## config.mk

```make
export PLATFORM = sky130hd
export DESIGN_NAME = addressed_frame_receiver_xor_check
export DESIGN_NICKNAME = d
export VERILOG_FILES = /design/src/afr_pkg.sv /design/src/afr_ram.sv /design/src/afr_queue.sv /design/src/afr_front.sv /design/src/afr_back.sv /design/src/addressed_frame_receiver_xor_check.sv
export SDC_FILE = /design/constraint.sdc
export NUM_CORES = 1
export LEC_CHECK = 0
export BUFFER_PORTS_ARGS = -buffer_cell sky130_fd_sc_hd__buf_2
export CORE_MARGIN = 2
export CORE_UTILIZATION = 40
export DETAILED_ROUTE_END_ITERATION = 10
export HOLD_SLACK_MARGIN = 0.12
export PLACE_DENSITY = 0.61
export SETUP_SLACK_MARGIN = 0.15
export SLEW_MARGIN = 30
export SYNTH_ARGS = -nofsm -noshare
export SYNTH_HDL_FRONTEND = slang
export SYNTH_SLANG_ARGS = --single-unit
```

## constraint.sdc

```tcl
create_clock -name i_clk -period 2.32 [get_ports i_clk]
set_input_delay 0.58 -clock i_clk [delete_from_list [all_inputs] [get_ports i_clk]]
set_output_delay 0.58 -clock i_clk [all_outputs]
set_load 0.02 [all_outputs]
```

## src/afr_pkg.sv

```systemverilog
// Shared constants and types for the addressed frame receiver.
package afr_pkg;

    localparam int MaxFrameBytesDef = 16;
    localparam int CntW             = 7;
    localparam logic [7:0] OwnAddrRst = 8'd1;

    localparam logic [1:0] StData = 2'd0;
    localparam logic [1:0] StXor  = 2'd1;
    localparam logic [1:0] StOvf  = 2'd2;
    localparam logic [1:0] StLink = 2'd3;

    typedef struct packed {
        logic [1:0]      status;
        logic            bank;
        logic [CntW-1:0] count;
    } t_cmd;

    typedef struct packed {
        logic vld;
        logic bank;
    } t_release;

endpackage

```

## src/afr_ram.sv

```systemverilog
// Generic single-write, single-read RAM with registered read data.
module afr_ram #(
    parameter int WIDTH = 8,
    parameter int DEPTH = 32
) (
    input  logic                     i_clk,
    input  logic                     i_wr_en,
    input  logic [$clog2(DEPTH)-1:0] i_wr_addr,
    input  logic [WIDTH-1:0]         i_wr_data,
    input  logic [$clog2(DEPTH)-1:0] i_rd_addr,
    output logic [WIDTH-1:0]         o_rd_data
);

    logic [WIDTH-1:0] r_mem [DEPTH];
    logic [WIDTH-1:0] r_rd_data;

    always_ff @(posedge i_clk) begin
        if (i_wr_en) begin
            r_mem[i_wr_addr] <= i_wr_data;
        end
        r_rd_data <= r_mem[i_rd_addr];
    end

    assign o_rd_data = r_rd_data;

endmodule

```

## src/afr_queue.sv

```systemverilog
// Two-entry command queue between the front and back parts.
module afr_queue (
    input  logic          i_clk,
    input  logic          i_rst_n,
    input  logic          i_push,
    input  afr_pkg::t_cmd i_push_cmd,
    input  logic          i_pop,
    output logic          o_full,
    output logic          o_empty,
    output afr_pkg::t_cmd o_head
);

    afr_pkg::t_cmd r_ent [2];
    logic          r_wr_ptr, n_wr_ptr;
    logic          r_rd_ptr, n_rd_ptr;
    logic [1:0]    r_fill,   n_fill;

    always_comb begin
        n_wr_ptr = r_wr_ptr;
        n_rd_ptr = r_rd_ptr;
        n_fill   = r_fill;
        if (i_push) begin
            n_wr_ptr = ~r_wr_ptr;
        end
        if (i_pop) begin
            n_rd_ptr = ~r_rd_ptr;
        end
        unique case ({i_push, i_pop})
            2'b10:   n_fill = r_fill + 2'd1;
            2'b01:   n_fill = r_fill - 2'd1;
            default: n_fill = r_fill;
        endcase
    end

    always_ff @(posedge i_clk) begin
        if (!i_rst_n) begin
            r_wr_ptr <= 1'b0;
            r_rd_ptr <= 1'b0;
            r_fill   <= 2'd0;
        end else begin
            r_wr_ptr <= n_wr_ptr;
            r_rd_ptr <= n_rd_ptr;
            r_fill   <= n_fill;
        end
    end

    always_ff @(posedge i_clk) begin
        if (i_push) begin
            r_ent[r_wr_ptr] <= i_push_cmd;
        end
    end

    assign o_full  = (r_fill == 2'd2);
    assign o_empty = (r_fill == 2'd0);
    assign o_head  = r_ent[r_rd_ptr];

endmodule

```

## src/afr_front.sv

```systemverilog
// Front part: accepts received bytes, tracks the frame and stores payload.
module afr_front #(
    parameter int MAX_FRAME_BYTES = afr_pkg::MaxFrameBytesDef,
    parameter int IW              = $clog2(MAX_FRAME_BYTES)
) (
    input  logic              i_clk,
    input  logic              i_rst_n,
    input  logic              i_cfg_wr_en,
    input  logic [7:0]        i_cfg_wr_data,
    input  logic              i_in_valid,
    output logic              o_in_stall,
    input  logic [7:0]        i_rx_byte,
    input  logic              i_rx_fault,
    input  logic              i_q_full,
    output logic              o_push,
    output afr_pkg::t_cmd     o_push_cmd,
    input  afr_pkg::t_release i_release,
    output logic              o_wr_en,
    output logic [IW:0]       o_wr_addr,
    output logic [7:0]        o_wr_data
);

    localparam int CW = $clog2(MAX_FRAME_BYTES + 1);

    localparam logic [1:0] PhWait = 2'd0;
    localparam logic [1:0] PhRecv = 2'd1;
    localparam logic [1:0] PhSkip = 2'd2;

    logic [7:0]    r_own_addr;
    logic [1:0]    r_phase, n_phase;
    logic [7:0]    r_xor,   n_xor;
    logic [CW-1:0] r_cnt,   n_cnt;
    logic          r_bank,  n_bank;
    logic [1:0]    r_busy,  n_busy;
    logic          accept;
    logic          push;
    afr_pkg::t_cmd push_cmd;
    logic          wr_en;

    assign o_in_stall = i_q_full || r_busy[r_bank];
    assign accept     = i_in_valid && !o_in_stall;

    always_comb begin
        n_phase  = r_phase;
        n_xor    = r_xor;
        n_cnt    = r_cnt;
        n_bank   = r_bank;
        n_busy   = r_busy;
        push     = 1'b0;
        push_cmd = '{status: afr_pkg::StData, bank: r_bank,
                     count: afr_pkg::CntW'(r_cnt)};
        wr_en    = 1'b0;
        if (i_release.vld) begin
            n_busy[i_release.bank] = 1'b0;
        end
        if (accept) begin
            if (i_rx_fault) begin
                push            = 1'b1;
                push_cmd.status = afr_pkg::StLink;
                n_phase         = PhWait;
                n_xor           = 8'd0;
                n_cnt           = '0;
            end else begin
                unique case (r_phase)
                    PhWait: begin
                        if (i_rx_byte != 8'd0) begin
                            if (i_rx_byte == r_own_addr) begin
                                n_phase = PhRecv;
                                n_xor   = i_rx_byte;
                                n_cnt   = '0;
                            end else begin
                                n_phase = PhSkip;
                            end
                        end
                    end
                    PhRecv: begin
                        if (i_rx_byte == 8'd0) begin
                            push = 1'b1;
                            if (r_xor != 8'd0 || r_cnt == '0) begin
                                push_cmd.status = afr_pkg::StXor;
                            end else begin
                                n_busy[r_bank] = 1'b1;
                                n_bank         = ~r_bank;
                            end
                            n_phase = PhWait;
                            n_xor   = 8'd0;
                            n_cnt   = '0;
                        end else if (r_cnt >= CW'(MAX_FRAME_BYTES)) begin
                            push            = 1'b1;
                            push_cmd.status = afr_pkg::StOvf;
                            n_phase         = PhSkip;
                            n_xor           = 8'd0;
                            n_cnt           = '0;
                        end else begin
                            wr_en = 1'b1;
                            n_cnt = r_cnt + CW'(1);
                            n_xor = r_xor ^ i_rx_byte;
                        end
                    end
                    default: begin
                        if (i_rx_byte == 8'd0) begin
                            n_phase = PhWait;
                            n_xor   = 8'd0;
                            n_cnt   = '0;
                        end
                    end
                endcase
            end
        end
    end

    always_ff @(posedge i_clk) begin
        if (!i_rst_n) begin
            r_own_addr <= afr_pkg::OwnAddrRst;
            r_phase    <= PhWait;
            r_xor      <= 8'd0;
            r_cnt      <= '0;
            r_bank     <= 1'b0;
            r_busy     <= 2'b00;
        end else begin
            if (i_cfg_wr_en) begin
                r_own_addr <= i_cfg_wr_data;
            end
            r_phase <= n_phase;
            r_xor   <= n_xor;
            r_cnt   <= n_cnt;
            r_bank  <= n_bank;
            r_busy  <= n_busy;
        end
    end

    assign o_push     = push;
    assign o_push_cmd = push_cmd;
    assign o_wr_en    = wr_en;
    assign o_wr_addr  = {r_bank, r_cnt[IW-1:0]};
    assign o_wr_data  = i_rx_byte;

endmodule

```

## src/afr_back.sv

```systemverilog
// Back part: turns queued commands into result transactions.
module afr_back #(
    parameter int MAX_FRAME_BYTES = afr_pkg::MaxFrameBytesDef,
    parameter int IW              = $clog2(MAX_FRAME_BYTES)
) (
    input  logic              i_clk,
    input  logic              i_rst_n,
    input  logic              i_q_empty,
    input  afr_pkg::t_cmd     i_q_head,
    output logic              o_pop,
    output logic [IW:0]       o_rd_addr,
    input  logic [7:0]        i_rd_data,
    output afr_pkg::t_release o_release,
    output logic              o_out_valid,
    input  logic              i_out_stall,
    output logic [1:0]        o_status,
    output logic [7:0]        o_data_byte,
    output logic              o_last
);

    localparam logic SIdle  = 1'b0;
    localparam logic SDrain = 1'b1;

    logic                     r_state, n_state;
    logic                     r_bank,  n_bank;
    logic [afr_pkg::CntW-1:0] r_cnt,   n_cnt;
    logic [afr_pkg::CntW-1:0] r_idx,   n_idx;
    logic                     r_o_valid, n_o_valid;
    logic [1:0]               r_o_status, n_o_status;
    logic [7:0]               r_o_data,   n_o_data;
    logic                     r_o_last,   n_o_last;
    logic                     out_free;
    logic                     pop;
    logic                     last_byte;
    afr_pkg::t_release        release_s;

    assign out_free  = !r_o_valid || !i_out_stall;
    assign last_byte = ((r_idx + afr_pkg::CntW'(1)) == r_cnt);

    always_comb begin
        n_state    = r_state;
        n_bank     = r_bank;
        n_cnt      = r_cnt;
        n_idx      = r_idx;
        n_o_valid  = r_o_valid && i_out_stall;
        n_o_status = r_o_status;
        n_o_data   = r_o_data;
        n_o_last   = r_o_last;
        pop        = 1'b0;
        release_s  = '{vld: 1'b0, bank: r_bank};
        unique case (r_state)
            SIdle: begin
                if (!i_q_empty && out_free) begin
                    pop = 1'b1;
                    if (i_q_head.status == afr_pkg::StData) begin
                        n_state = SDrain;
                        n_bank  = i_q_head.bank;
                        n_cnt   = i_q_head.count;
                        n_idx   = '0;
                    end else begin
                        n_o_valid  = 1'b1;
                        n_o_status = i_q_head.status;
                        n_o_data   = 8'd0;
                        n_o_last   = 1'b1;
                    end
                end
            end
            default: begin
                if (out_free) begin
                    n_o_valid  = 1'b1;
                    n_o_status = afr_pkg::StData;
                    n_o_data   = i_rd_data;
                    n_o_last   = last_byte;
                    n_idx      = r_idx + afr_pkg::CntW'(1);
                    if (last_byte) begin
                        n_state       = SIdle;
                        release_s.vld = 1'b1;
                    end
                end
            end
        endcase
    end

    always_ff @(posedge i_clk) begin
        if (!i_rst_n) begin
            r_state   <= SIdle;
            r_o_valid <= 1'b0;
        end else begin
            r_state   <= n_state;
            r_o_valid <= n_o_valid;
        end
    end

    always_ff @(posedge i_clk) begin
        r_bank     <= n_bank;
        r_cnt      <= n_cnt;
        r_idx      <= n_idx;
        r_o_status <= n_o_status;
        r_o_data   <= n_o_data;
        r_o_last   <= n_o_last;
    end

    assign o_pop       = pop;
    assign o_rd_addr   = {n_bank, n_idx[IW-1:0]};
    assign o_release   = release_s;
    assign o_out_valid = r_o_valid;
    assign o_status    = r_o_status;
    assign o_data_byte = r_o_data;
    assign o_last      = r_o_last;

endmodule

```

## src/addressed_frame_receiver_xor_check.sv

```systemverilog
// Top level of the addressed frame receiver with XOR check.
//
// Input channel: one received byte and a link fault flag per transaction
// (i_in_valid / o_in_stall). Output channel: one result per transaction
// (o_out_valid / i_out_stall) with status, data byte and last mark.
// i_cfg_wr_en with i_cfg_wr_data sets the own address (reset value 1).
// A good frame is stored in one of two RAM banks; at its terminator a drain
// command is queued and the back part reads the bank out, one byte per
// cycle while the result register is free, so a frame of N stored bytes
// yields N results; each byte passes through the RAM read register and then
// the result register. Error results pass through the command queue and
// then the result register.
// Bytes are taken one per cycle while the command queue has room and the
// current RAM bank is not still being read out; o_in_stall rises otherwise.
// While the receiver holds i_out_stall the result register holds, the back
// part waits, and the front part keeps taking bytes until o_in_stall rises.
// Reset returns to waiting for an address with an empty queue; no RAM
// clearing pass is needed.
module addressed_frame_receiver_xor_check #(
    parameter int MAX_FRAME_BYTES = afr_pkg::MaxFrameBytesDef
) (
    input  logic       i_clk,
    input  logic       i_rst_n,
    input  logic       i_cfg_wr_en,
    input  logic [7:0] i_cfg_wr_data,
    input  logic       i_in_valid,
    output logic       o_in_stall,
    input  logic [7:0] i_rx_byte,
    input  logic       i_rx_fault,
    output logic       o_out_valid,
    input  logic       i_out_stall,
    output logic [1:0] o_status,
    output logic [7:0] o_data_byte,
    output logic       o_last
);

    localparam int IW       = $clog2(MAX_FRAME_BYTES);
    localparam int RamDepth = 2 ** (IW + 1);

    logic              q_full;
    logic              q_empty;
    logic              q_push;
    logic              q_pop;
    afr_pkg::t_cmd     push_cmd;
    afr_pkg::t_cmd     q_head;
    afr_pkg::t_release rel;
    logic              wr_en;
    logic [IW:0]       wr_addr;
    logic [7:0]        wr_data;
    logic [IW:0]       rd_addr;
    logic [7:0]        rd_data;

    afr_front #(
        .MAX_FRAME_BYTES (MAX_FRAME_BYTES),
        .IW              (IW)
    ) u_front (
        .i_clk         (i_clk),
        .i_rst_n       (i_rst_n),
        .i_cfg_wr_en   (i_cfg_wr_en),
        .i_cfg_wr_data (i_cfg_wr_data),
        .i_in_valid    (i_in_valid),
        .o_in_stall    (o_in_stall),
        .i_rx_byte     (i_rx_byte),
        .i_rx_fault    (i_rx_fault),
        .i_q_full      (q_full),
        .o_push        (q_push),
        .o_push_cmd    (push_cmd),
        .i_release     (rel),
        .o_wr_en       (wr_en),
        .o_wr_addr     (wr_addr),
        .o_wr_data     (wr_data)
    );

    afr_queue u_queue (
        .i_clk      (i_clk),
        .i_rst_n    (i_rst_n),
        .i_push     (q_push),
        .i_push_cmd (push_cmd),
        .i_pop      (q_pop),
        .o_full     (q_full),
        .o_empty    (q_empty),
        .o_head     (q_head)
    );

    afr_ram #(
        .WIDTH (8),
        .DEPTH (RamDepth)
    ) u_ram (
        .i_clk     (i_clk),
        .i_wr_en   (wr_en),
        .i_wr_addr (wr_addr),
        .i_wr_data (wr_data),
        .i_rd_addr (rd_addr),
        .o_rd_data (rd_data)
    );

    afr_back #(
        .MAX_FRAME_BYTES (MAX_FRAME_BYTES),
        .IW              (IW)
    ) u_back (
        .i_clk       (i_clk),
        .i_rst_n     (i_rst_n),
        .i_q_empty   (q_empty),
        .i_q_head    (q_head),
        .o_pop       (q_pop),
        .o_rd_addr   (rd_addr),
        .i_rd_data   (rd_data),
        .o_release   (rel),
        .o_out_valid (o_out_valid),
        .i_out_stall (i_out_stall),
        .o_status    (o_status),
        .o_data_byte (o_data_byte),
        .o_last      (o_last)
    );

    a_no_push_when_full: assert property (@(posedge i_clk) disable iff (!i_rst_n)
        q_push |-> !q_full)
        else $error("command pushed into full queue");

    a_no_pop_when_empty: assert property (@(posedge i_clk) disable iff (!i_rst_n)
        q_pop |-> !q_empty)
        else $error("command popped from empty queue");

    a_error_result_form: assert property (@(posedge i_clk) disable iff (!i_rst_n)
        (o_out_valid && o_status != afr_pkg::StData) |-> (o_last && o_data_byte == 8'd0))
        else $error("error result without last mark or with data");

    a_no_write_while_draining: assert property (@(posedge i_clk) disable iff (!i_rst_n)
        (wr_en && !q_empty) |-> (q_head.status != afr_pkg::StData
            || q_head.bank != wr_addr[IW]))
        else $error("payload write into bank queued for readout");

endmodule
```

Word-level counts from Yosys, hierarchy flattened
Memory sizes are Yosys's and may differ from the RTL's. A register that Yosys moved wholly into a read port is not among the register bits.
Index checks and enable logic that the tools add are counted.
{"block": "totals", "reg_bits": 58, "mem_bits_rw": 272, "in_bits": 22, "output_inout_bits": 13, "n_memories": 2}
{"block": "op_classes", "n_addsub": 4, "n_lt_le_gt_ge": 5, "n_eq_ne": 11, "mux": 89, "bitwise_logic": 10, "n_reduce_logical": 29}
{"name": "u_ram.r_mem", "depth": 32, "word_bits": 8, "read_ports": 1, "rd_clocked_by_memory_dff": 1, "wr": 1, "line_no": "afr_ram.sv:14", "rtl": "logic [WIDTH-1:0] r_mem [DEPTH];"}
{"name": "u_queue.r_ent", "depth": 2, "word_bits": 8, "read_ports": 1, "rd_clocked_by_memory_dff": 1, "wr": 1, "line_no": "afr_queue.sv:13", "rtl": "afr_pkg::t_cmd r_ent [2];"}
{"operator": "$mux 8", "count": 10}
{"operator": "$mux 1", "count": 42}
{"operator": "$mux 2", "count": 21}
{"operator": "$mux 5", "count": 6}
{"operator": "$mux 7", "count": 4}
{"operator": "$pmux 8 s2", "count": 1}
{"operator": "$reduce_bool 8->1", "count": 2}
{"operator": "$pmux 5 s2", "count": 1}
{"operator": "$reduce_and 3->1", "count": 3}
{"operator": "$eq 8x8->1", "count": 1}
{"operator": "$logic_not 8->1", "count": 1}
{"operator": "$pmux 2 s2", "count": 2}
{"operator": "$reduce_and 4->1", "count": 2}
{"operator": "$xor 8x8->8", "count": 1}
{"operator": "$add 7x1->7 const B", "count": 1}
{"operator": "$eq 7x7->1", "count": 1}
{"operator": "$logic_not 2->1", "count": 3}
{"operator": "$ne 3x2->1 const B", "count": 2}
{"operator": "$not 1->1", "count": 6}
{"operator": "$reduce_bool 2->1", "count": 3}
{"operator": "$add 5x1->5 const B", "count": 1}
{"operator": "$ge 5x5->1 const B", "count": 1}
{"operator": "$logic_and 1x1->1", "count": 5}
{"operator": "$logic_not 5->1", "count": 1}
{"operator": "17 further kinds", "count": 27}

Longest topological paths before layout
Gate-level depths: netlist of run 1.
{"block": "depth", "depth_word": 13, "ltp_mapped": 11, "depth_no_buf": 9}

Cells and area by module
A second synthesis of run 1 with hierarchy kept.
{"block": "unflattened", "hier_cells": 785, "area_unflattened_um2": 14027.2}
{"module": "afr_ram", "n_inst": 1, "cells_per_inst": 417, "area_per_inst_um2": 10053.4}
{"module": "afr_front", "n_inst": 1, "cells_per_inst": 205, "area_per_inst_um2": 1727.9}
{"module": "afr_back", "n_inst": 1, "cells_per_inst": 110, "area_per_inst_um2": 1311.3}
{"module": "afr_queue", "n_inst": 1, "cells_per_inst": 53, "area_per_inst_um2": 934.6}

Worst setup path before layout of run 1
No wires, ideal clock.
{"block": "synth_path", "path_type": "input-to-reg", "startpoint": "in i_out_stall", "endpoint": "reg u_ram.r_rd_data[0], in the netlist u_ram.o_rd_data[0], read port of u_ram.r_mem", "arrival_time_ps": 2285, "slack_ps": -43, "stages": 10, "path_buffers": 1, "path_cell_list": "a2bb2oi_1 > o211ai_4 > inv_2 > mux2i_2 > inv_2 > buf_4 > a31o_1 > o41ai_1 > a31oi_1 > nor3_1"}
{"block": "synth_via", "elab_chain_len": 5}
{"item": "from (decl)", "line_no": "addressed_frame_receiver_xor_check.sv:31", "rtl": "input logic i_out_stall,"}
{"item": "$logic_not 1->1 (*)", "line_no": "afr_back.sv:37", "rtl": "assign out_free = !r_o_valid || !i_out_stall;"}
{"item": "$logic_or 1x1->1 (*)", "line_no": "afr_back.sv:37"}
{"item": "$logic_and 1x1->1", "line_no": "afr_back.sv:53", "rtl": "if (!i_q_empty && out_free) begin"}
{"item": "$mux 7 or $mux 1 (tied branches)", "line_no": "afr_back.sv:53"}
{"item": "$mux 7 or $mux 1 (tied branches)", "line_no": "afr_back.sv:51", "rtl": "unique case (r_state)"}
{"item": "to (decl)", "line_no": "afr_ram.sv:15", "rtl": "logic [WIDTH-1:0] r_rd_data;"}
Every way passes the cells marked *; elsewhere a longest branch is shown, timed or not. The select of a mux whose other input is x is not followed.
A chain may end at the register's enable or synchronous reset.

==> results by group, run 1 <==
CTS
  • Clk pin slew, worst setup/hold paths: 0.06 ns
  • CTS Hold Bufs: 0
  • Clock sink total: between 300 and 400
  • CTS tree: built
  • H-tree Lvls: 2
  • Worst skew pair latency: 0.53 ns
  • TritonCTS buffer count: 36
  • Clk buf depth: 3
  • Root Buffer: clkbuf_16

Timing
  • # setup viols final: 3
  • Slew headroom: 57.4%
  • Actual slew at the worst max-slew pin: 0.638 ns
  • Clock Skews: 0.0194 ns
  • Final hold vios: 0
  • Setup TNS: -0.0503 ns
  • FMAX: 426 MHz
  • Worst setup margin: -0.0261 ns
  • RSZ-0062 raised after global routing: yes
  • Final worst path period share: 101%
  • Pins Over Slew Limit: 0
  • Clock period minus final worst setup slack: 2.35 ns

Synthesis
  • Post-synth cell types: 54
  • Mapped Cells: 1,021
  • Syn nets: 1,049
  • Commonest register cell after synthesis: edfxtp_1
  • Warnings, synthesis: 0
  • Async SR Flop Fraction: 0%
  • Syn Area/Cell: 13.5 µm²
  • Post-synthesis sequential area ratio: 70.3%
  • Cell area after synthesis: approximately 14,000 µm²
  • Number of synthesized flops with an enable pin: ~290
  • Synth Register Bits: 337

Global route
  • GR peak layer: met2
  • Met1 usage: 26.9%
  • Grt met2 use: between 30% and 40%
  • GRT overflow: 0
  • Initial antenna violation count: 1
  • GRT Overall Usage: 20.3%
  • Met3 Usage GRT: 2.87%
  • Largest net degree at the start of global routing: 35
  • Global-route wire length before repair: 54.8 mm
  • Vias in the first global route: 9,139

Critical path
  • Critical path arrival: 2.81 ns
  • CP Max Fanout: 6
  • Critical path class: register to register
  • Setup crit end kind: register
  • Startpoint types: register
  • CP required: 2.78 ns

Cells and area
  • Fill cell count: between 2k and 3k
  • Fin cells: 1,668
  • Nets: approximately 1.2k
  • ANT cells: 0
  • Area growth from synthesis to layout: 28.9%
  • Register cell area after layout: 9670 µm²
  • Area of the multi-input gates: 4600 µm²
  • Fraction of final layout cells sized beyond drive strength 1: 29.8%

Detailed routing
  • DRT Pass-1 Iters: 5
  • Via density: 5.43
  • Remaining DRCs: 0
  • Routed Antenna Nets: 0
  • Initial DRC Count: 654
  • Drt total wl: 35.8 mm
  • Vias: ~9k
  • WL/cell: 21.5 µm

Floorplanning
  • Std cell rows: 67
  • Initial Utilization: between 40% and 50%
  • Core area: 33,700 µm²
  • Die height: approximately 190 µm
  • Die area: 35,800 µm²
  • Chip width: around 190 µm
  • Top Ports: 35

Pwr
  • Pwr Density: 1140 nW/µm²
  • Maximum vdd drop: 0.691 mV
  • Leak: a little over 6 nW

Placement
  • Cells after DPL: 1,586
  • Detail Placement HPWL: 23.5 mm
  • GPL Wtd Cong: 0.806
  • Port Buffers: 34

Outcome
  • Status: finished, violations left
  • Failing checks: negative setup slack

Run
  • Max_cap viols: 0

Min path
  • HP Class: input port to register
## registers in the layout, summed over array words and instances (netlist names), 5 cells and up, named ones only
register / flops
u_back.o_data_byte: 8
u_back.r_cnt: 5
u_back.r_idx: 7
u_front.r_cnt: 5
u_front.r_own_addr: 8
u_front.r_xor: 8
u_queue.r_ent: 16
u_ram.o_rd_data: 8
u_ram.r_mem: 256
## kinds of logic (layout without fill, tap and decap cells)
kind of cell             after synthesis  count (layout)  share of synthesized area, %
buffers and inverters                 64             263                          1.98
multiplexers                          54              54                          4.05
AND/OR/NAND/NOR                      350             350                          11.9
XOR/XNOR                              26              26                          1.66
AO/OA/AOI/OAI                        184             184                          9.54
adder cells (fa/ha/maj)                6               6                         0.547
flip-flops                           337             337                          70.3
## metal layers
layer / vias to the layer above / wire [µm] / share of wire, %
met5: - / 0 / 0
li1: 4232 / - / -
met4: 0 / 892 / 2.5
met3: 58 / 1810 / 5.1
met1: 4525 / 15300 / 43
met2: 250 / 17800 / 50
## through the flow
step                instance area, µm²  setup slack [ns]  power (mW)  utilization, %  hold WS (ns)
floorplan                        14300             0.138        10.8               -         0.424
global placement                 15900            -0.428        13.6            47.2         0.472
detailed placement               15900            -0.424        13.6            47.2         0.477
CTS                              17500          -0.00290        19.9            51.8         0.259
global route                     17700            -0.139        21.0            52.5         0.266
finish                           17700           -0.0261        20.2            52.5         0.273
## final timing paths
kind                    startpoint                    end  slack, ns  cells after the start
setup / recovery          register     u_ram.o_rd_data[4]      -0.03                     11
setup reg to reg          register     u_ram.o_rd_data[4]      -0.03                     11
hold / removal    i_cfg_wr_data[0]  u_front.r_own_addr[0]       0.27                      3
hold reg to reg   u_front.r_xor[2]       u_front.r_xor[2]       0.48                      2
## critical path, stage by stage (launching register included)
cell	delay (ns)
dfxtp_4	0.36
nor3b_4	0.16
o211ai_4	0.33
inv_4	0.08
buf_4	0.15
a211oi_2	0.16
buf_4	0.16
buf_12	0.12
a211oi_4	0.06
o41ai_4	0.39
a31oi_1	0.12
nor3_2	0.18
## synth_stat cells (2+ instances only)
library cell | n | area (µm²)
edfxtp_1 | 291 | 8740
nand2_1 | 134 | 503
nor2_1 | 74 | 278
dfxtp_1 | 46 | 921
mux2i_1 | 46 | 460
a211oi_1 | 42 | 315
and3_1 | 42 | 263
o21ai_0 | 37 | 185
nand3_1 | 36 | 180
a32oi_1 | 32 | 280
clkbuf_1 | 31 | 116
a31oi_1 | 19 | 119
buf_2 | 16 | 80.1
xnor2_1 | 16 | 140
and2_1 | 15 | 93.8
nor3_1 | 14 | 70.1
xor2_1 | 10 | 87.6
a21oi_1 | 9 | 45.0
inv_1 | 9 | 33.8
o41ai_1 | 9 | 78.8
a31o_1 | 8 | 70.1
nor2b_1 | 8 | 50.1
o22ai_1 | 8 | 50.1
a21boi_0 | 6 | 45.0
ha_1 | 6 | 75.1
mux2_2 | 6 | 67.6
nand2b_1 | 4 | 25.0
nand3b_1 | 4 | 30.0
nor4_1 | 4 | 25.0
buf_1 | 3 | 11.3
inv_2 | 3 | 11.3
nand4_1 | 3 | 18.8
o21ai_1 | 3 | 15.0
o31ai_1 | 3 | 22.5
o31a_1 | 2 | 17.5
or3_1 | 2 | 12.5
or3b_2 | 2 | 17.5
or4_1 | 2 | 15.0
## report_power, final
group | switching (mW) | internal [mW]
Clock | 2.28 | 3.45
Sequential | 0.199 | 6.98
Combinational | 4.01 | 3.26
## cell type report
cell class / count / share of cell area [%]
clock buffer: 49 / 5.61
tap: 448 / 3.17
inverter: 12 / 0.325
sequential: 337 / 54.6
clock inverter: 16 / 1.07
multi-input combinational: 620 / 26.0
timing repair buffer: 186 / 9.22
## layout by cell type (no fill, tap or decap), types with 15 or more instances in the layout
cell type,instances
buf_2,34
a32oi_1,28
a211oi_1,24
buf_12,18
dfxtp_1,42
mux2i_1,44
a211oi_2,15
nor2_4,35
nand3_1,34
nand2_1,130
clkbuf_16,39
edfxtp_1,291
nor2_1,36
buf_4,120
xnor2_1,16
o21ai_0,31
and3_1,41
## what timing repair did
| action | CTS | global route |
|---|---|---|
| cloned | 1 | 1 |
| endpoints found under the setup margin | 261 | 263 |
| pin swaps | 23 | 14 |
| setup buffers | 9 | 6 |
| endpoints found under the hold margin | 0 | 0 |
| gates resized for setup | 45 | 32 |
Power figures use the tool's default switching activity.
==> run 2: changes to the inputs <==
--- a/config.mk
+++ b/config.mk
@@ -5,12 +5,12 @@
 export SDC_FILE = /design/constraint.sdc
 export NUM_CORES = 1
 export LEC_CHECK = 0
-export BUFFER_PORTS_ARGS = -buffer_cell sky130_fd_sc_hd__buf_2
 export CORE_MARGIN = 2
 export CORE_UTILIZATION = 40
 export DETAILED_ROUTE_END_ITERATION = 10
+export DONT_BUFFER_PORTS = 1
 export HOLD_SLACK_MARGIN = 0.12
-export PLACE_DENSITY = 0.61
+export PLACE_DENSITY = 0.6
 export SETUP_SLACK_MARGIN = 0.15
 export SLEW_MARGIN = 30
 export SYNTH_ARGS = -nofsm -noshare
==> run 2 against run 1 <==
The run still ends with negative setup slack left. Global-route usage fell by 0.74 points. Die area did not move. Non-clock buffer count fell by 69. Utilization fell by 1.7 points. Routed wire length fell by 3.4%. Critical endpoint is now u_ram.o_rd_data[2]. Largest cell class unchanged. Largest power group is now registers.
==> results by group, run 2 (same netlist as run 1, synthesis figures left out) <==
CTS
  • H-tree Lvls: 2
  • Clk pin slew, worst setup/hold paths: 0.06 ns
  • Worst skew pair latency: 0.52 ns
  • Clock sink total: 337
  • TritonCTS buffer count: 37
  • CTS tree: built
  • Clk buf depth: 3
  • Root Buffer: clkbuf_16

Detailed routing
  • Met2 wire len: roughly 17 mm
  • M1 WL: 14.6 mm
  • Vias: 8,847
  • Initial DRC Count: 706
  • Drt total wl: 34.6 mm
  • Routed Antenna Nets: 0
  • WL/cell: 21.7 µm
  • Metal3 WL: 2.02 mm
  • DRT Pass-1 Iters: 5
  • Highest routed metal layer: met4
  • Remaining DRCs: 0
  • Via density: 5.54

Critical path
  • Slowest stage delay, CP: 0.43 ns
  • CP bufs+invs: 6
  • Startpoint types: register
  • CP max stage cell: edfxtp_1
  • Setup crit end kind: register
  • Worst path cell trace: nor3b_4, o211ai_4, inv_4, buf_4, buf_6, a211oi_2, buf_6, buf_4, a211oi_4, o41ai_4, buf_4, a31oi_4, nor3_1
  • Critical path class: register to register
  • Crit path max-delay family: buffers and inverters
  • CP required: 2.72 ns
  • Worst R2R Setup Slack: -0.07 ns
  • Critical path arrival: 2.79 ns
  • Cell mode on critical path: buf_4
  • CP Max Fanout: 8

Timing
  • Pins Over Slew Limit: 0
  • FMAX: 419 MHz
  • Final hold vios: 0
  • Worst setup margin: -0.0677 ns
  • Actual slew at the worst max-slew pin: 0.470 ns
  • # setup viols final: 4
  • Final worst path period share: 103%
  • Slew headroom: 68.6%
  • Clock Skews: 0.0137 ns
  • RSZ-0062 raised after global routing: yes
  • Hold_ws: 0.158 ns
  • Clock period minus final worst setup slack: about 2.4 ns

Cells and area
  • Nets: 1,153
  • Area growth from synthesis to layout: 24.7%
  • Fraction of final layout cells sized beyond drive strength 1: 25.5%
  • ANT cells: 0
  • Final instance area: roughly 17,000 µm²
  • Largest Register: u_ram.r_mem
  • Regs by FF count: u_ram.r_mem (256), u_queue.r_ent (16)
  • Most common cell after layout, fill and taps aside: edfxtp_1
  • Max reg flops: between 200 and 300
  • Most frequent cells in the layout: edfxtp_1 (291), nand2_1 (130), buf_4 (92), mux2i_1 (43), dfxtp_1 (42)

Global route
  • Initial antenna violation count: 0
  • Global-route wire length before repair: 52.9 mm
  • Vias in the first global route: 8,983
  • GRT overflow: 0
  • GRT Overall Usage: between 10% and 20%
  • Largest net degree at the start of global routing: 37

Min path
  • HP Class: input port to register

Pwr
  • Maximum vdd drop: roughly 0.57 mV
  • Pwr Density: 1110 nW/µm²
  • Leak: approximately 5.7 nW
  • Final Power: 19.0 mW

Run
  • Max_cap viols: 0

Placement
  • Port Buffers: 0
  • GPL Wtd Cong: 0.844
  • DP Area: 15,500 µm²
  • Detail Placement HPWL: roughly 22 mm
  • Dpl ws: -0.364 ns

Outcome
  • Failing checks: negative setup slack
  • Status: finished, violations left

Floorplanning
  • Std cell rows: 67
  • Die area: 35,800 µm²
  • Initial Utilization: 40.8%
  • Chip width: 189 µm
  • Top Ports: 35
  • Core area: 33,700 µm²
  • Die height: 189 µm
-- run 2: worst register-to-register path, stage by stage (launching register included) --
cell and delay, ns:
edfxtp_1 0.43, nor3b_4 0.28, o211ai_4 0.14, inv_4 0.10
buf_4 0.13, buf_6 0.12, a211oi_2 0.04, buf_6 0.17
buf_4 0.15, a211oi_4 0.23, o41ai_4 0.09, buf_4 0.16
a31oi_4 0.16, nor3_1 0.06
-- run 2: area by class of cell --
class / count / area [µm²]
clock buffers: 47 / 973
clock inverters: 17 / 93.8
fillers: 2866 / 16600
inverters: 12 / 52.6
multi-input cells: 620 / 4670
flip-flops and latches: 337 / 9670
well taps: 448 / 561
repair buffers: 117 / 1110
-- run 2: path summary, 6_finish.rpt --
check / cells past startpoint / startpoint / endpoint
worst max-delay path: 13 / u_queue.r_ent[1][7] / u_ram.o_rd_data[2]
worst min-delay path: 0 / i_rx_byte[1] / u_ram.r_mem[19][1]
worst max register to register: 13 / u_queue.r_ent[1][7] / u_ram.o_rd_data[2]
worst min register to register: 2 / u_front.r_xor[5] / u_front.r_xor[5]
-- run 2: metal layers --
layer,vias up,track usage [%]
met4,0,8.05
met1,4394,25.3
met3,74,3.35
met5,-,0
li1,4093,-
met2,286,32.7
-- run 2: timing repair --
item / in CTS / in global routing
pin swaps: 24 / 11
hold endpoints to repair: 1 / 0
endpoints found under the setup margin: 250 / 50
buffers inserted: 9 / 6
cloned: 1 / 0
gates resized for setup: 50 / 27
hold buffers: 1 / 0
-- run 2: report_power, final --
group / switching (mW) / internal [mW]
sequential: 0.308 / 6.98
clock: 2.26 / 2.97
combinational: 3.67 / 2.82
total: 6.24 / 12.8
-- run 2: per-stage QoR --
step	setup TNS [ns]	std cells	utilization, %
after floorplan	0	1021	-
after global placement	-2.18	1517	45.8
after detailed placement	-2.44	1517	45.8
after CTS	-0.194	1592	50.3
after global routing	-0.850	1598	50.8
final	-0.156	1598	50.8
==> run 3: changes to the inputs <==
--- a/config.mk
+++ b/config.mk
@@ -10,7 +10,7 @@
 export DETAILED_ROUTE_END_ITERATION = 10
 export DONT_BUFFER_PORTS = 1
 export HOLD_SLACK_MARGIN = 0.12
-export PLACE_DENSITY = 0.6
+export PLACE_DENSITY_LB_ADDON = 0.05
 export SETUP_SLACK_MARGIN = 0.15
 export SLEW_MARGIN = 30
 export SYNTH_ARGS = -nofsm -noshare
==> run 3 against run 2 <==
The flow still finishes with violations (negative setup slack). Critical path depth shrank 1. Final area grew 6.9%. Combinational power is 16% higher.
==> results by group, run 3 (same netlist as run 1, synthesis figures left out) <==
Run
  • Max_cap viols: 0

Cells and area
  • Largest Register: u_ram.r_mem
  • Most common cell after layout, fill and taps aside: edfxtp_1
  • Fill cell count: roughly 2.8k
  • Most frequent cells in the layout: edfxtp_1 (291), buf_4 (156), nand2_1 (130), mux2i_1 (44), dfxtp_1 (42)
  • ANT cells: 0
  • Fin cells: 1,698
  • Register cell area after layout: between 9000 and 10,000 µm²
  • Nets: 1,247
  • Fraction of final layout cells sized beyond drive strength 1: approximately 31%
  • Max reg flops: ~260
  • Regs by FF count: u_ram.r_mem (256), u_queue.r_ent (16)
  • Area of the multi-input gates: 4690 µm²
  • Area growth from synthesis to layout: 33.3%

Floorplanning
  • Die height: 189 µm
  • Core area: 33,700 µm²
  • Initial Utilization: between 40% and 50%
  • Top Ports: 35
  • Std cell rows: 67
  • Die area: 35,800 µm²
  • Chip width: 189 µm

Detailed routing
  • WL/cell: between 20 and 25 µm
  • Initial DRC Count: 544
  • Routed Antenna Nets: 0
  • Via density: roughly 5.3
  • Vias: between 9k and 10k
  • DRT Pass-1 Iters: 5
  • Drt total wl: 37.2 mm
  • Remaining DRCs: 0

CTS
  • Worst skew pair latency: about 0.53 ns
  • CTS tree: built
  • TritonCTS buffer count: 39
  • H-tree Lvls: 2
  • Clk buf depth: 3
  • Root Buffer: clkbuf_16
  • Clk pin slew, worst setup/hold paths: 0.05 ns
  • Clock sink total: 337

Timing
  • RSZ-0062 raised after global routing: yes
  • Worst setup margin: -0.173 ns
  • # setup viols final: 8
  • Setup TNS: -0.802 ns
  • Clock Skews: 0.0210 ns
  • Actual slew at the worst max-slew pin: 0.555 ns
  • FMAX: 401 MHz
  • Hold_ws: 0.146 ns
  • Slew headroom: a little over three fifths
  • Final hold vios: 0
  • Pins Over Slew Limit: 0
  • Final worst path period share: 107%
  • Clock period minus final worst setup slack: 2.49 ns

Critical path
  • Critical path arrival: 2.92 ns
  • Startpoint types: register
  • CP Max Fanout: 12
  • CP required: 2.75 ns
  • Critical path class: register to register
  • Setup crit end kind: register

Placement
  • Cells after DPL: about 1.6k
  • GPL Wtd Cong: 0.801
  • Port Buffers: 0
  • Dpl ws: -0.515 ns
  • Detail Placement HPWL: approximately 24 mm

Global route
  • GRT Overall Usage: 20.9%
  • Vias in the first global route: 9,174
  • Largest net degree at the start of global routing: 37
  • Initial antenna violation count: 1
  • Global-route wire length before repair: 56.1 mm
  • GRT overflow: 0

Pwr
  • Share of power burned in registers: 35.6%
  • Leak: 6.37 nW
  • Sw Ratio: 32.0%
  • Int Pwr: ~14 mW
  • Switching pwr: 6.53 mW
  • Maximum vdd drop: 0.733 mV
  • Gate power share: 36.7%
  • Clk pwr share: 27.7%
  • Final Power: ~20 mW
  • Pwr Density: 1120 nW/µm²

Outcome
  • Status: finished, violations left
  • Failing checks: negative setup slack

Min path
  • HP Class: input port to register
-- run 3: timing repair --
| item | 4_1_cts | 5_1_grt |
|---|---|---|
| endpoints found under the hold margin | 1 | 0 |
| hold buffers | 1 | 0 |
| buffers inserted | 20 | 10 |
| setup endpoints to repair | 103 | 25 |
| cloned | 1 | 1 |
| gates resized for setup | 37 | 44 |
| pin swaps | 25 | 21 |
-- run 3: critical path, cell delays in order (launching register included) --
cell,delay [ns]
edfxtp_1,0.43
nor3b_4,0.27
o211ai_4,0.18
buf_6,0.17
nand2_8,0.07
inv_4,0.04
buf_12,0.13
buf_16,0.15
buf_12,0.15
mux2i_1,0.11
a32oi_1,0.26
a31oi_2,0.16
nor3_4,0.24
-- run 3: final timing paths --
kind	end	cells after the start	startpoint	slack, ns
setup reg to reg	u_ram.o_rd_data[0]	12	u_queue.r_ent[1][7]	-0.17
hold reg to reg	u_front.r_xor[0]	2	u_front.r_xor[0]	0.48
setup / recovery	u_ram.o_rd_data[0]	12	u_queue.r_ent[1][7]	-0.17
hold / removal	u_ram.r_mem[7][3]	0	i_rx_byte[3]	0.15
-- run 3: layer usage --
metal | vias to the layer above | part of all wire, % | track usage [%]
met1 | 4514 | 46 | 29.0
met5 | - | 0 | 0
met3 | 48 | 4.3 | 3.47
met4 | 0 | 1.8 | 4.50
li1 | 4285 | - | -
met2 | 171 | 48 | 34.7
-- run 3: through the flow --
step | area, µm² | utilization (%)
after floorplan | 14300 | -
after global placement | 16300 | 48.3
after detailed placement | 16300 | 48.3
after CTS | 18000 | 53.3
after global routing | 18300 | 54.3
final | 18300 | 54.3
-- run 3: power groups by stage --
stage                     clock [mW]  sequential (mW)  combinational (mW)
after floorplan                    0             7.36                3.43
after global placement             0             7.39                6.45
after detailed placement           0             7.39                6.47
after CTS                       5.80             7.27                7.02
after global routing            6.05             7.30                8.05
final                           5.66             7.27                7.50
-- run 3: cell type report --
class	count	share of cell area, %
sequential	337	52.8
multi-input combinational	620	25.6
clock buffer	53	5.78
inverter	12	0.273
tap	448	3.06
clock inverter	19	0.663
timing repair buffer	209	11.8
